## src/sv/stk_rd_pkg.sv

```systemverilog
// ============================================================================
// stk_rd_pkg
// Shared constants and types for the response deframer.
// ============================================================================
package stk_rd_pkg;

  localparam logic [7:0] StartByte = 8'h1B;
  localparam logic [7:0] TokenByte = 8'h0E;
  localparam logic [7:0] SeqMax    = 8'hFF;

  localparam int unsigned CfgAddrW = 3;
  localparam int unsigned OutDataW = 40;

  typedef enum logic [1:0] {
    KIND_BYTE    = 2'd0,
    KIND_CLEAR   = 2'd1,
    KIND_ABANDON = 2'd2,
    KIND_NONE    = 2'd3
  } in_kind_e;

  typedef enum logic [2:0] {
    ST_OK        = 3'd0,
    ST_SEQ       = 3'd1,
    ST_TOKEN     = 3'd2,
    ST_COMMAND   = 3'd3,
    ST_DEVICE    = 3'd4,
    ST_SHORT     = 3'd5,
    ST_CHECKSUM  = 3'd6,
    ST_RESERVED  = 3'd7
  } frame_status_e;

  typedef enum logic [0:0] {
    REG_COMMAND  = 1'b0,
    REG_CAPACITY = 1'b1
  } reg_index_e;

  typedef struct packed {
    logic          last;
    logic [7:0]    payload_byte;
    frame_status_e frame_status;
    logic [15:0]   payload_length;
    logic [7:0]    sequence_now;
  } result_t;

endpackage

```

## src/sv/stk_response_deframer.sv

```systemverilog
// ============================================================================
// stk_response_deframer
// Parses response frames from a serial byte stream, forwards payload bytes
// and reports one status word per finished or rejected frame.
// ============================================================================
//  Channel   | Direction | Payload
//  ----------+-----------+-------------------------------------------------
//  s_axis    | in        | tdata: rx_byte; tuser: kind
//  m_axis    | out       | tdata: payload_byte, frame_status, payload_length,
//            |           |        sequence_now; tlast: frame end
//  apb       | in        | expected_command at 0x0, payload_capacity at 0x4
//
//  Each word is parsed in the cycle it is accepted; its result reaches m_axis
//  via the output register. One word per cycle is sustained if m_axis drains.
//  An output register plus a one-entry skid buffer separates the two sides;
//  s_axis_tready falls only while the skid buffer is full.
//  Reset returns the parser to hunting with sequence number zero.
module stk_response_deframer (
  input  logic                          clk_i,
  input  logic                          rst_ni,
  input  logic                          s_axis_tvalid,
  output logic                          s_axis_tready,
  input  logic [7:0]                    s_axis_tdata,  // [7:0] rx_byte
  input  logic [1:0]                    s_axis_tuser,  // [1:0] kind
  output logic                          m_axis_tvalid,
  input  logic                          m_axis_tready,
  // [7:0] payload_byte, [10:8] frame_status, [26:11] payload_length,
  // [34:27] sequence_now, [39:35] zero
  output logic [stk_rd_pkg::OutDataW-1:0] m_axis_tdata,
  output logic                          m_axis_tlast,
  input  logic                          psel,
  input  logic                          penable,
  input  logic                          pwrite,
  input  logic [stk_rd_pkg::CfgAddrW-1:0] paddr,
  input  logic [31:0]                   pwdata,
  output logic [31:0]                   prdata,
  output logic                          pready
);
  import stk_rd_pkg::*;

  typedef enum logic [2:0] {
    PH_HUNT   = 3'd0,
    PH_SEQ    = 3'd1,
    PH_LEN_HI = 3'd2,
    PH_LEN_LO = 3'd3,
    PH_TOKEN  = 3'd4,
    PH_BODY   = 3'd5,
    PH_CHECK  = 3'd6
  } phase_e;

  phase_e      phase_q, phase_d;
  logic [7:0]  seq_q, seq_d;
  logic [15:0] blen_q, blen_d;
  logic [15:0] bidx_q, bidx_d;
  logic [7:0]  xor_q, xor_d;
  logic [7:0]  cmd_q;
  logic [15:0] cap_q;

  result_t     res;
  logic        res_vld;
  result_t     out_q, skid_q;
  logic        out_vld_q, skid_vld_q;

  logic        acc;
  logic        out_free;
  logic        cfg_wr;
  in_kind_e    kind;
  logic [7:0]  x;
  logic [7:0]  xor_new;
  logic [15:0] blen_new;
  logic [15:0] bidx_inc;
  logic [15:0] pay_idx;

  assign pready        = 1'b1;
  assign cfg_wr        = psel && penable && pwrite;
  assign s_axis_tready = !skid_vld_q;
  assign acc           = s_axis_tvalid && s_axis_tready;
  assign out_free      = !out_vld_q || m_axis_tready;
  assign m_axis_tvalid = out_vld_q;
  assign m_axis_tlast  = out_q.last;
  assign m_axis_tdata  = {5'd0, out_q.sequence_now, out_q.payload_length,
                          out_q.frame_status, out_q.payload_byte};

  always_comb begin
    case (reg_index_e'(paddr[2]))
      REG_COMMAND:  prdata = {24'd0, cmd_q};
      REG_CAPACITY: prdata = {16'd0, cap_q};
      default:      prdata = 32'd0;
    endcase
  end

  assign kind     = in_kind_e'(s_axis_tuser);
  assign x        = s_axis_tdata;
  assign xor_new  = xor_q ^ x;
  assign blen_new = {blen_q[15:8], x};
  assign bidx_inc = bidx_q + 16'd1;
  assign pay_idx  = bidx_q - 16'd2;

  always_comb begin
    phase_d = phase_q;
    seq_d   = seq_q;
    blen_d  = blen_q;
    bidx_d  = bidx_q;
    xor_d   = xor_q;
    res_vld = 1'b0;
    res     = '{last: 1'b1, payload_byte: 8'd0, frame_status: ST_OK,
                payload_length: 16'd0, sequence_now: seq_q};
    case (kind)
      KIND_CLEAR: begin
        seq_d   = 8'd0;
        phase_d = PH_HUNT;
      end
      KIND_ABANDON: begin
        phase_d = PH_HUNT;
      end
      KIND_BYTE: begin
        case (phase_q)
          PH_SEQ: begin
            xor_d = xor_new;
            if (x != seq_q) begin
              res_vld           = 1'b1;
              res.frame_status  = ST_SEQ;
              phase_d           = PH_HUNT;
            end else begin
              phase_d = PH_LEN_HI;
            end
          end
          PH_LEN_HI: begin
            xor_d   = xor_new;
            blen_d  = {x, 8'd0};
            phase_d = PH_LEN_LO;
          end
          PH_LEN_LO: begin
            xor_d  = xor_new;
            blen_d = blen_new;
            if (blen_new < 16'd2) begin
              res_vld          = 1'b1;
              res.frame_status = ST_SHORT;
              phase_d          = PH_HUNT;
            end else begin
              phase_d = PH_TOKEN;
            end
          end
          PH_TOKEN: begin
            xor_d = xor_new;
            if (x != TokenByte) begin
              res_vld            = 1'b1;
              res.frame_status   = ST_TOKEN;
              res.payload_length = blen_q - 16'd2;
              phase_d            = PH_HUNT;
            end else begin
              bidx_d  = 16'd0;
              phase_d = PH_BODY;
            end
          end
          PH_BODY: begin
            xor_d = xor_new;
            if (bidx_q == 16'd0 && x != cmd_q) begin
              res_vld            = 1'b1;
              res.frame_status   = ST_COMMAND;
              res.payload_length = blen_q - 16'd2;
              phase_d            = PH_HUNT;
            end else if (bidx_q == 16'd1 && x != 8'd0) begin
              res_vld            = 1'b1;
              res.frame_status   = ST_DEVICE;
              res.payload_length = blen_q - 16'd2;
              phase_d            = PH_HUNT;
            end else begin
              if (bidx_q > 16'd1 && pay_idx < cap_q) begin
                res_vld          = 1'b1;
                res.last         = 1'b0;
                res.payload_byte = x;
              end
              bidx_d = bidx_inc;
              if (bidx_inc >= blen_q) begin
                phase_d = PH_CHECK;
              end
            end
          end
          PH_CHECK: begin
            res_vld            = 1'b1;
            res.payload_length = blen_q - 16'd2;
            phase_d            = PH_HUNT;
            if (x == xor_q) begin
              seq_d            = seq_q + 8'd1;
              res.sequence_now = seq_q + 8'd1;
            end else begin
              res.frame_status = ST_CHECKSUM;
            end
          end
          default: begin
            if (x == StartByte) begin
              xor_d   = x;
              blen_d  = 16'd0;
              bidx_d  = 16'd0;
              phase_d = PH_SEQ;
            end else begin
              phase_d = PH_HUNT;
            end
          end
        endcase
      end
      default: begin
      end
    endcase
  end

  always_ff @(posedge clk_i or negedge rst_ni) begin
    if (!rst_ni) begin
      phase_q    <= PH_HUNT;
      seq_q      <= 8'd0;
      blen_q     <= 16'd0;
      bidx_q     <= 16'd0;
      xor_q      <= 8'd0;
      cmd_q      <= 8'd0;
      cap_q      <= 16'd1024;
      out_vld_q  <= 1'b0;
      skid_vld_q <= 1'b0;
      out_q      <= '0;
      skid_q     <= '0;
    end else begin
      if (cfg_wr) begin
        case (reg_index_e'(paddr[2]))
          REG_COMMAND:  cmd_q <= pwdata[7:0];
          REG_CAPACITY: cap_q <= pwdata[15:0];
          default: begin
          end
        endcase
      end
      if (acc) begin
        phase_q <= phase_d;
        seq_q   <= seq_d;
        blen_q  <= blen_d;
        bidx_q  <= bidx_d;
        xor_q   <= xor_d;
      end
      if (out_free) begin
        if (skid_vld_q) begin
          out_q      <= skid_q;
          out_vld_q  <= 1'b1;
          skid_vld_q <= 1'b0;
        end else begin
          out_q     <= res;
          out_vld_q <= acc && res_vld;
        end
      end else if (acc && res_vld) begin
        skid_q     <= res;
        skid_vld_q <= 1'b1;
      end
    end
  end

  a_skid_needs_out: assert property (@(posedge clk_i) disable iff (!rst_ni)
    skid_vld_q |-> out_vld_q)
    else $error("skid buffer full while output register empty");

  a_seq_advance: assert property (@(posedge clk_i) disable iff (!rst_ni)
    (acc && res_vld && res.last && res.frame_status == ST_OK)
      |=> seq_q == $past(seq_q) + 8'd1)
    else $error("sequence number did not advance after a good frame");

  a_payload_in_body: assert property (@(posedge clk_i) disable iff (!rst_ni)
    (acc && res_vld && !res.last) |-> phase_q == PH_BODY)
    else $error("payload word produced outside the frame body");

  a_end_to_hunt: assert property (@(posedge clk_i) disable iff (!rst_ni)
    (acc && res_vld && res.last) |=> phase_q == PH_HUNT)
    else $error("parser not hunting after a frame end");

endmodule
```

## config.mk

```make
export PLATFORM = sky130hd
export DESIGN_NAME = stk_response_deframer
export DESIGN_NICKNAME = d
export VERILOG_FILES = /design/src/sv/stk_rd_pkg.sv /design/src/sv/stk_response_deframer.sv
export SDC_FILE = /design/constraint.sdc
export NUM_CORES = 1
export LEC_CHECK = 0
export BUFFER_PORTS_ARGS = -buffer_cell sky130_fd_sc_hd__buf_2
export CAP_MARGIN = 20
export CORE_MARGIN = 5
export CORE_UTILIZATION = 63
export DETAILED_ROUTE_END_ITERATION = 12
export PLACE_DENSITY = 0.85
export SLEW_MARGIN = 20
export SYNTH_ARGS = -nofsm -noshare
export SYNTH_HDL_FRONTEND = slang
export SYNTH_SLANG_ARGS = --single-unit
```

## constraint.sdc

```tcl
create_clock -name clk_i -period 8.1 [get_ports clk_i]
set_input_delay 0.81 -clock clk_i [delete_from_list [all_inputs] [get_ports clk_i]]
set_output_delay 0.81 -clock clk_i [all_outputs]
set_load 0.03 [all_outputs]
```

==> metrics.md <==
| Metric | Value |
|---|---|
| Root buffer cell | clkbuf_16 |
| CP Class | reg -> reg |
| Dpl ws | 3.671 ns |
| Hold/Removal Path Class | in -> async |
| Clock Path Buffers | 2 |
| Pwr Density | 183.1 mW/mm^2 |
| Fmax achieved | 221.8 MHz |
| Remaining antenna violation count | 0 |
| Vias per cell | 6.084 |
| Vias | 7666 |
| Post-CTS sizing | 0 |
| P_leak | 0.004969 uW |
| CP max stage delay | 0.55 ns |
| Most used cell, CP | ha_1 |
| Count leader, synth | dfrtp_1 |
| Worst Slack Setup Final | 3.591 ns |
| CTS tree | done |
| Simple-gate portion of the synthesized area | 0.1863 |
| Endpoints failing setup | 0 |
| CP top delay family | simple AND/OR/NAND/NOR gates |
| Die W | 130.6 um |
| Post-CTS Setup Bufs | 0 |
| Post-Syn Area | 0.009168 sq mm |
| CP Data Arrival Time | 4.82 ns |
| Final Power | 1857 uW |
| Final Wtd Congestion | 0.9575 |
| Die Y | 130.6 um |
| Share of cells above drive strength 1 | 0.1747 |
| GRT Overall Usage | 0.2736 |
| Inserted Diodes | 0 |
| Worst-skew pair later-pin latency | 0.42 ns |
| CP max FO | 21 |
| Synthesized area per cell | 9.068 sq um |
| Ys Warns | 0 |
| Status | completed |
| DPL Wire Length | 15440 um |
| Max-slew violations | 0 |
| TritonCTS buffer count | 17 |
| Synth Area in XOR/XNOR | 0.06497 |
| Top area cells in the synthesized netlist | dfrtp_1, ha_1, mux2_2 |
| First-pass GRT wire length | 37090 um |
| # hold bufs at CTS | 0 |
| Clock-pin slew on the worst setup and hold paths | 0.06 ns |
| TNS Setup | 0 ns |
| Post-Synth Adder-Cell Area | 0.05459 |
| Post-Route Skew | 0.007046 ns |
| Cell taking the most area after synthesis | dfrtp_1 |
| Post-route DRC violation count | 0 |
| Sequential area share after synthesis | 0.4069 |
| CP endpoint kind | flop |
| Number of flops mapped to enable cells by yosys | 0 |
| Final hold vios | 0 |
| Asr flop ratio synth | 1.000 |
| DRT iter0 DRCs | 709 |
| Peak supply drop | 298.8 uV |
| CTS sink cnt | 149 |
| Mapped Cells | 1011 |
| Compound-gate portion of the synthesized area | 0.1249 |
| Count of different cell masters after synthesis | 67 |
| Number of global-route vias before repair | 7405 |
| I/O Pins | 128 |
| Slew @ Worst Pin | 1.050 ns |
| Slew headroom | 0.2952 |
| Rows | 44 |
| Largest net degree at the start of global routing | 89 |
| Maxcap violations | 0 |
| DIE AREA | 0.01706 sq mm |
| Top post-synthesis cells by count | dfrtp_1, nand2_1, nor2_1 |
| Core ar. | 0.01442 sq mm |
| Synth Flop Type | dfrtp_1 |
| Worst Path Buf+Inv | 2 |
| Final Util | 0.7029 |
| Fin crit period | 4.509 ns |
| Proportion of synthesized area in mux cells | 0.09308 |
| H-tree depth | 4 |
| Slowest-stage cell, CP | nand3_2 |
| RSZ-0062 raised after global routing | no |
| Initial Util | 0.6356 |
| Reg2reg setup slack | 3.59 ns |
| Pre-antenna DRT Iters | 5 |
| Synthesized flop and latch total | 149 |
| CP required | 8.41 ns |
| Final Routed Wirelength | 22470 um |
| Dpl cell area | 0.009567 sq mm |
| I/O Buffers | 87 |
| Crit-path cells | inv_1 -> ha_1 -> nor2b_1 -> nand2_1 -> nor4_1 -> xor2_1 -> ha_1 -> and4_1 -> a221oi_1 -> nor2_1 -> o211ai_1 -> nand3_2 -> buf_4 -> mux2_1 |
| Largest family of logic cells by synthesized area | simple AND/OR/NAND/NOR gates |
| # nets final | 1155 |
| Avg WL per Cell | 17.83 um |
| Finished Cell Area | 0.01014 sq mm |
| Syn-to-layout area delta | 10.59% |
| Antenna violations before repair | 0 |
| Total grt overflow | 0 |
| Type of origin of the critical path | flop |
| Period utilization | 0.5566 |
| Area fraction of the dominant cell type after synthesis | 0.4040 |
[per-stage QoR]
step                      std cells  hold slack (ns)
after floorplan                1031           0.4587
after global placement         1228           0.4617
after detailed placement       1228           0.4633
after CTS                      1260           0.4604
after global routing           1260           0.4964
final                          1260           0.4347
[report_power, final]
| part | internal, uW | switching, uW | total (uW) |
|---|---|---|---|
| Sequential | 788 | 36.4 | 824 |
| Combinational | 99.8 | 166 | 266 |
| Clock | 450 | 316 | 766 |
| Total | 1340 | 519 | 1860 |
[layout by cell type (no fill, tap or decap), types with 6 or more instances in the layout]
cell,Yosys,final
o21a_1,8,8
and3_1,6,6
nor3_1,17,17
buf_2,7,86
nand2_1,105,105
or3_1,16,16
ha_1,40,40
dfrtp_1,148,148
nand4_1,12,12
inv_1,56,56
conb_1,2,22
xor2_1,40,40
nor2_1,77,77
xnor2_1,28,28
a21oi_1,59,59
and2_1,11,11
nand3_1,61,61
mux2_2,37,37
nand2b_1,6,6
a21o_1,9,9
a31oi_1,8,8
clkbuf_16,0,17
mux2i_1,20,20
o21ai_1,24,24
buf_4,25,8
o21ai_0,37,37
nor4_1,14,14
mux2_1,21,21
[cell families (layout without fill, tap and decap cells)]
kind of cell,count (synthesis),after routing
flops,149,149
fa+ha+maj,40,40
compound gates,184,184
other cells,2,22
simple gates,350,350
mux,78,78
buf+inv,140,185
xor+xnor,68,68
[worst paths after layout]
path	start	end	cells past startpoint
setup / recovery	bidx_q[1]	skid_q[7]	14
hold / removal	rst_ni	skid_q[3]	1
setup reg to reg	bidx_q[1]	skid_q[7]	14
hold reg to reg	m_axis_tdata[2]	m_axis_tdata[2]	2
max in group asynchronous	rst_ni	cap_q[5]	2
min in group clk_i	m_axis_tdata[2]	m_axis_tdata[2]	2
[per-layer routing]
| layer | track usage | wire, um | share of wire |
|---|---|---|---|
| met3 | 0.06341 | 1870 | 0.083 |
| met1 | 0.3775 | 9557 | 0.43 |
| met4 | 0.08046 | 426 | 0.019 |
| met2 | 0.4344 | 10620 | 0.47 |
| met5 | 0 | 0 | 0 |
[flip-flops by register name, indices dropped and copies added (netlist names)]
signal and count:
bidx_q 16, blen_q 16, cap_q 16, cmd_q 8, m_axis_tdata 35, m_axis_tlast 1
m_axis_tvalid 1, phase_q 3, seq_q 8, skid_q 36, skid_vld_q 1, xor_q 8
[layout make-up]
cell class,instances,area [sq um]
Tap cell,184,230.2
Timing Repair Buffer,95,501.7
Clock inverter,9,93.84
Inverter,58,217.7
Fill cell,1096,4285
Clock buffer,23,478.0
Multi-Input combinational cell,742,4887
Sequential cell,149,3730
Note: power is estimated with default switching activity, not from simulation.
